`config.mk`:
```
export PLATFORM = sky130hd
export DESIGN_NAME = stpd_front
export DESIGN_NICKNAME = d
export VERILOG_FILES = /design/src/hw/rtl/stpd_pkg.sv /design/src/hw/rtl/stpd_front.sv
export SDC_FILE = /design/constraint.sdc
export NUM_CORES = 1
export LEC_CHECK = 0
export BUFFER_PORTS_ARGS = -buffer_cell sky130_fd_sc_hd__buf_2
export CAP_MARGIN = 20
export CORE_ASPECT_RATIO = 1.75
export CORE_UTILIZATION = 35
export DETAILED_ROUTE_END_ITERATION = 10
export GPL_ROUTABILITY_DRIVEN = 0
export PLACE_DENSITY = 0.65
export REMOVE_ABC_BUFFERS = 1
export SYNTH_ARGS = -nofsm -noshare
export SYNTH_HDL_FRONTEND = slang
export SYNTH_SLANG_ARGS = --single-unit
```
`constraint.sdc`:
```
create_clock -name i_clk -period 20.6 [get_ports i_clk]
set_clock_uncertainty 0.05 [all_clocks]
set_input_delay 1.03 -clock i_clk [delete_from_list [all_inputs] [get_ports i_clk]]
set_output_delay 1.03 -clock i_clk [all_outputs]
set_load 0.03 [all_outputs]
```
`src/hw/rtl/stpd_pkg.sv`:
```
// shared types, opcode codes and constants of the stack opcode unit
`timescale 1ns / 1ps
`default_nettype none
package stpd_pkg;

    localparam int STACK_DEPTH = 1024;
    localparam int ADDR_W      = $clog2(STACK_DEPTH);
    localparam int DEPTH_W     = 11;
    localparam int GAS_W       = 64;
    localparam int WORD_W      = 256;
    localparam int CNT_W       = 6;

    localparam logic [DEPTH_W-1:0] DEPTH_MAX = DEPTH_W'(STACK_DEPTH);
    localparam logic [GAS_W-1:0]   GAS_BASE    = GAS_W'(2);
    localparam logic [GAS_W-1:0]   GAS_VERYLOW = GAS_W'(3);

    localparam logic [7:0] OP_POP    = 8'h50;
    localparam logic [7:0] OP_PUSH0  = 8'h5f;
    localparam logic [7:0] OP_PUSH32 = 8'h7f;
    localparam logic [7:0] OP_DUP1   = 8'h80;
    localparam logic [7:0] OP_DUP16  = 8'h8f;
    localparam logic [7:0] OP_SWAP1  = 8'h90;
    localparam logic [7:0] OP_SWAP16 = 8'h9f;

    localparam logic [2:0] ST_OK        = 3'd0;
    localparam logic [2:0] ST_UNDER     = 3'd1;
    localparam logic [2:0] ST_OVER      = 3'd2;
    localparam logic [2:0] ST_OOG       = 3'd3;
    localparam logic [2:0] ST_INVALID   = 3'd4;
    localparam logic [2:0] ST_UNHANDLED = 3'd5;
    localparam logic [2:0] ST_HALTED    = 3'd6;

    localparam logic CFG_START_GAS = 1'b0;
    localparam logic CFG_PUSH0_EN  = 1'b1;

    typedef enum logic [2:0] {
        K_RESTART,
        K_POP,
        K_PUSH,
        K_DUP,
        K_SWAP,
        K_OTHER
    } t_kind;

    typedef struct packed {
        logic        restart;
        logic [7:0]  opcode;
        logic [63:0] imm_word3;
        logic [63:0] imm_word2;
        logic [63:0] imm_word1;
        logic [63:0] imm_word0;
    } t_in_item;

    typedef struct packed {
        logic [2:0]  status;
        logic [63:0] gas_left;
        logic [10:0] depth_now;
        logic [63:0] top_word3;
        logic [63:0] top_word2;
        logic [63:0] top_word1;
        logic [63:0] top_word0;
    } t_out_item;

    typedef struct packed {
        t_kind              kind;
        logic [CNT_W-1:0]   cnt;
        logic [WORD_W-1:0]  imm;
    } t_cmd;

endpackage
`default_nettype wire

```
`src/hw/rtl/stpd_front.sv`:
```
// front end: opcode classification, immediate trimming and command queue
`timescale 1ns / 1ps
`default_nettype none
module stpd_front (
    input  wire                 i_clk,
    input  wire                 i_rst_n,
    input  wire                 i_in_valid,
    output logic                o_in_stall,
    input  stpd_pkg::t_in_item  i_in_data,
    output logic                o_cmd_valid,
    input  wire                 i_cmd_take,
    output stpd_pkg::t_cmd      o_cmd
);

    stpd_pkg::t_cmd r_q [2];
    logic           r_wp, r_rp;
    logic [1:0]     r_cnt;
    stpd_pkg::t_cmd n_cmd;
    logic [stpd_pkg::WORD_W-1:0] raw;
    logic [7:0]     op;
    logic           push_q, pop_q;

    always_comb begin
        op  = i_in_data.opcode;
        raw = {i_in_data.imm_word3, i_in_data.imm_word2,
               i_in_data.imm_word1, i_in_data.imm_word0};
        n_cmd.cnt  = '0;
        n_cmd.kind = stpd_pkg::K_OTHER;
        if (i_in_data.restart) begin
            n_cmd.kind = stpd_pkg::K_RESTART;
        end else if (op == stpd_pkg::OP_POP) begin
            n_cmd.kind = stpd_pkg::K_POP;
        end else if (op inside {[stpd_pkg::OP_PUSH0:stpd_pkg::OP_PUSH32]}) begin
            n_cmd.kind = stpd_pkg::K_PUSH;
            n_cmd.cnt  = stpd_pkg::CNT_W'(op - stpd_pkg::OP_PUSH0);
        end else if (op inside {[stpd_pkg::OP_DUP1:stpd_pkg::OP_DUP16]}) begin
            n_cmd.kind = stpd_pkg::K_DUP;
            n_cmd.cnt  = stpd_pkg::CNT_W'(op - stpd_pkg::OP_PUSH32);
        end else if (op inside {[stpd_pkg::OP_SWAP1:stpd_pkg::OP_SWAP16]}) begin
            n_cmd.kind = stpd_pkg::K_SWAP;
            n_cmd.cnt  = stpd_pkg::CNT_W'(op - stpd_pkg::OP_DUP16);
        end
        // keep only the low cnt bytes of the immediate
        for (int b = 0; b < stpd_pkg::WORD_W / 8; b++) begin
            n_cmd.imm[b*8 +: 8] = (b < int'(n_cmd.cnt)) ? raw[b*8 +: 8] : 8'h00;
        end
    end

    assign o_in_stall  = (r_cnt == 2'd2);
    assign o_cmd_valid = (r_cnt != 2'd0);
    assign o_cmd       = r_q[r_rp];
    assign push_q      = i_in_valid && !o_in_stall;
    assign pop_q       = i_cmd_take && o_cmd_valid;

    always_ff @(posedge i_clk) begin
        if (push_q) begin
            r_q[r_wp] <= n_cmd;
        end
    end

    always_ff @(posedge i_clk) begin
        if (!i_rst_n) begin
            r_wp  <= 1'b0;
            r_rp  <= 1'b0;
            r_cnt <= 2'd0;
        end else begin
            if (push_q) begin
                r_wp <= ~r_wp;
            end
            if (pop_q) begin
                r_rp <= ~r_rp;
            end
            r_cnt <= r_cnt + 2'(push_q) - 2'(pop_q);
        end
    end

endmodule
`default_nettype wire

```
# Word level (Yosys, flattened, before mapping)
# Memory sizes are Yosys's and may differ from the RTL's. A register that Yosys moved wholly into a read port is not among the register bits.
# Index checks and enable logic that the tools add are counted.
[totals]
n_memories = 1
elab_cells = 101
register_bits = 4
out_inout_bits = 267
input_bits = 269
mem_bits_rw = 530
[mem_list]
columns = ["memory", "depth", "width", "rd", "rd_clocked_by_memory_dff", "write_ports", "line_no", "rtl"]
rows = [
  ["r_q", 2, 265, 1, 1, 1, "stpd_front.sv:15", "stpd_pkg::t_cmd r_q [2];"],
]
[op_classes]
mux = 43
reduce_logical = 7
order_cmp = 38
n_eq_ne = 2
n_addsub = 5
n_bitwise = 2
[op_table]
columns = ["cell", "count"]
rows = [
  ["8-bit two-way mux", 32],
  ["5-bit by 6-bit less-than comparator with 1-bit output, first input constant", 16],
  ["4-bit by 6-bit less-than comparator with 1-bit output, first input constant", 8],
  ["3-bit by 6-bit less-than comparator with 1-bit output, first input constant", 4],
  ["9-bit two-way mux", 2],
  ["8-bit >= comparator, second input constant", 2],
  ["8-bit <= comparator, second input constant", 2],
  ["1-bit by 6-bit less-than comparator with 1-bit output, first input constant", 2],
  ["2-bit by 6-bit less-than comparator with 1-bit output, first input constant", 2],
  ["6-bit two-way mux", 2],
  ["8-bit by 7-bit equality test with 1-bit output, second input constant", 1],
  ["8-bit by 7-bit >= comparator with 1-bit output, second input constant", 1],
  ["8-bit by 7-bit <= comparator with 1-bit output, second input constant", 1],
  ["7-bit two-way mux", 1],
  ["3-bit two-way mux", 2],
  ["6-bit by 4-bit subtractor with 6-bit output, second input constant", 1],
  ["6-bit by 5-bit subtractor with 6-bit output, second input constant", 1],
  ["6-bit subtractor, second input constant", 1],
  ["1-bit logical AND", 5],
  ["1-bit two-way mux", 4],
  ["2-bit by 1-bit adder with 2-bit output", 1],
  ["2-bit equality test, second input constant", 1],
  ["1-bit NOT", 2],
  ["2-bit nonzero test", 1],
  ["2 further kinds", 2],
]

# Depth between registers and ports, before layout
[depth]
word_depth = 9
depth_mapped = 10
depth_no_buf = 8

# Worst setup path before layout
# Ideal clock, no wire load.
[synth_path]
kind = "input to register"
startpoint = "in i_in_valid"
endpoint = "reg r_wp"
setup_time_ns = 0.110
path_buffers = 0
required_ns = 20.440
path_slack_ns = 7.498
arrival_ns = 12.942
stages = 3
cell_sequence = "nand2_1 -> nor2_1 -> o21a_1"
[synth_via]
elab_chain_len = 1
[synth_lines]
columns = ["element", "line_no", "rtl"]
rows = [
  ["start: declaration", "stpd_front.sv:7", "input wire i_in_valid,"],
  ["1-bit logical AND", "stpd_front.sv:52", "assign push_q = i_in_valid && !o_in_stall;"],
  ["end signal: assignment", "stpd_front.sv:68", "r_wp <= ~r_wp;"],
  ["end: declaration", "stpd_front.sv:16", "logic r_wp, r_rp;"],
]
# Every way passes these cells.
# A chain may end at the register's enable or synchronous reset.

==> results_dict.tcl <==
set metrics [dict create \
    syn-cell-area_um2 22000 \
    drc 0 \
    r2r_setup_slack_ns 17.73 \
    area_delta_synth_final_pct 23.3 \
    cp-start-kind "flop" \
    dominantRegCellSynth "edfxtp_1" \
    synth_top_family_by_area "multiplexers" \
    antenna_found_initial 17 \
    crit_family "buffers and inverters" \
    synth-simple-area-share 0.0661 \
    grt_pass1_vias 14200 \
    routedWlPerCell_um 22.6 \
    port_buffers 535 \
    root_buffer "clkbuf_16" \
    core_um2 62200 \
    post-route-min-period_ns 4.58 \
    vias 13600 \
    ff2ff_path_depth 4 \
    drive_gt1_frac 0.477 \
    drt_pass1_iterations 5 \
    synthAdderAreaFrac 0.00227 \
    stdcell_area_um2 27200 \
    p_sw_frac 0.335 \
    synthArstFlopShare 0 \
    vdd_ir_drop_max_mv 0.0869 \
    ys_ff_latch 535 \
    power.density_nw_per_um2 120 \
    max_freq_mhz 218 \
    place_ws_ns 15.70 \
    cp-end-kind "output port" \
    placed_area_um2 25600 \
    hold_start "r_rp" \
    period_share 0.222 \
    slew_viol_final 0 \
    synth.area.mux_share 0.136 \
    wl_um 60900 \
    wl_met3_um 3730 \
    clockPowerShare 0.278 \
    r2r_start "r_cnt[0]" \
    num_rows 121 \
    grt_overflow 0 \
    whs_path_depth 2 \
    worstReg2RegEnd "r_q[0][105]" \
    initial_core_util 0.354 \
    hpwl_um 41300 \
    fillers 5697 \
    wl_met2_um 31000 \
    cts_made_buffers 50 \
    p_sw_uw 1090 \
    power.leakage_uw 0.0107 \
    via_per_inst 5.04 \
    post_cts_buffers 0 \
    critPathMaxStageDelay_ns 0.90 \
    drt_iter0_drc 756 \
    worstMarginPinSlew_ns 1.36 \
    ys_seq_area_frac 0.727 \
    global_route.usage.total 0.184 \
    cp_data_required_time_ns 19.52 \
    ant_nets 0 \
    path_clk_slew_ns 0.06 \
    hold_violations 0 \
    grt_max_degree 176 \
    clk_latency_ns 0.59 \
    tns_ns 0 \
    synth_compound_area_frac 0.0506 \
    syn_avg_cell_area_um2 16.7 \
    arrival_ns 3.50 \
    cts_num_sinks 535 \
    cts_resized 0 \
    seq_power_share 0.425 \
    status "complete, no violations" \
    hold_buffers 0 \
    synth_edf_count 530 \
    highest_layer "met5" \
    relSlewSlack 0.0966 \
    critPathKind "reg -> out" \
    die_x_um 192 \
    die-area_um2 64000 \
    drt-met1-wl_um 23800 \
    crit_fanout 154 \
    yosys_warnings 0 \
    die_h_um 334 \
    p_int_uw 2170 \
    htree_levels 2 \
    min_to "r_rp" \
    maxCapViolations 0 \
    setup_slack_ns 16.02 \
    synth_xor_area_frac 0.00278 \
    crit_chain "buf_12, buf_4, mux2_2, buf_2" \
    fin_nets 2115 \
    combPwrFrac 0.297 \
    setup_violations 0 \
    rsz0062_at_grt "false" \
    synthCells 1319 \
    ios 536 \
    slowest_stage "buf_4" \
    crit_buf_inv 3 \
    cts_tree "yes" \
    clockBufferDepth 3 \
    min_path_type "reg -> reg" \
    synthDistinctLibCells 51 \
    grt_pass1_wl_um 87300 \
]
[Yosys cell counts, types with 3 or more instances]
cell type | instances | area, µm²
a211o_1 | 6 | 52.6
nand4_1 | 7 | 43.8
ha_1 | 4 | 50.1
nor2b_1 | 7 | 43.8
nand3_1 | 5 | 25.0
buf_2 | 12 | 60.1
o21ai_1 | 6 | 30.0
mux2_2 | 265 | 2980
and2_1 | 13 | 81.3
o211ai_1 | 3 | 22.5
and3_1 | 107 | 669
nor3_1 | 4 | 20.0
inv_1 | 6 | 22.5
or4_1 | 6 | 45.0
edfxtp_1 | 530 | 15900
dfxtp_1 | 5 | 100
a21boi_1 | 88 | 661
a21oi_1 | 40 | 200
nand2b_1 | 4 | 25.0
nand2_1 | 56 | 210
nor3b_1 | 9 | 67.6
clkbuf_1 | 63 | 236
o21ai_0 | 3 | 15.0
nor2_1 | 30 | 113
xnor2_1 | 6 | 52.6
o22a_1 | 3 | 26.3
[sequential cells by signal (all words and copies together) (netlist names), named ones only]
name   flops
r_q      530
r_rp       1
r_wp       1
r_cnt      2
[area by class of cell]
type | instances | area (µm²) | area share
Timing Repair Buffer | 549 | 2810 | 0.103
Tap cell | 799 | 1000 | 0.0368
Sequential cell | 535 | 16000 | 0.590
Antenna cell | 12 | 30.0 | 0.00111
Clock inverter | 34 | 275 | 0.0101
Inverter | 7 | 26.3 | 0.000967
Clock buffer | 59 | 1310 | 0.0481
Multi-Input combinational cell | 699 | 5700 | 0.210
[per-stage QoR]
step / util / hold slack (ns) / total power, µW / instances
after global routing: 0.436 / 0.546 / 3380 / 2692
final: 0.437 / 0.501 / 3260 / 2694
after floorplan: - / 0.454 / 2150 / 1241
after detailed placement: 0.411 / 0.487 / 2390 / 2589
after global placement: 0.411 / 0.473 / 2370 / 2589
after CTS: 0.436 / 0.506 / 3300 / 2682
[cell families after synthesis]
logic type | after synthesis
xor gates and xnor gates | 7
adders and majority gates | 4
DFF | 535
muxes | 266
and+or+nand+nor | 261
AOI/OAI and AO/OA | 161
buffers and inverters | 85
[how the worst max path moves through the flow]
stage | slack, ns | endpoint | cells past startpoint
floorplan | 7.50 | r_wp | 3
global placement | 15.93 | r_q[0][215] | 8
detailed placement | 15.70 | r_q[1][211] | 8
CTS | 15.64 | o_cmd[12] | 4
global route | 15.53 | o_cmd[133] | 4
finish | 16.02 | o_cmd[133] | 4
[worst reg2reg max path: cells and delay by family (launching register included)]
family	cells	cell delay [ns]
buf+inv	1	0.75
simple gates	3	1.09
flops	1	0.36
[cell usage in the layout, fill, tap and decap left out, types with 4 or more instances in the layout]
master,count
a211o_1,6
a21boi_1,88
a21oi_1,40
and2_1,13
and3_1,106
buf_2,535
buf_4,12
bufinv_16,4
clkbuf_1,8
clkbuf_16,51
clkinv_1,13
clkinv_2,11
dfxtp_1,4
diode_2,12
edfxtp_1,530
ha_1,4
inv_1,6
inv_6,4
mux2_2,265
nand2_1,56
nand2b_1,4
nand3_1,5
nand4_1,7
nor2_1,28
nor2b_1,7
nor3_1,4
nor3b_1,9
o21ai_1,6
or4_1,5
xnor2_1,6
[power by group through the flow]
stage	logic, µW	registers, µW	clock network (µW)
floorplan	667	1490	0
global placement	972	1400	0
detailed placement	977	1410	0
CTS	980	1390	933
global route	1020	1400	968
finish	968	1380	907
[metal layers]
metal / track usage / vias to the layer above
li1: - / 6174
met3: 0.0409 / 127
met1: 0.215 / 6772
met2: 0.321 / 507
met4: 0.0787 / 10
met5: 0 / -
(Power assumes the default switching activity.)
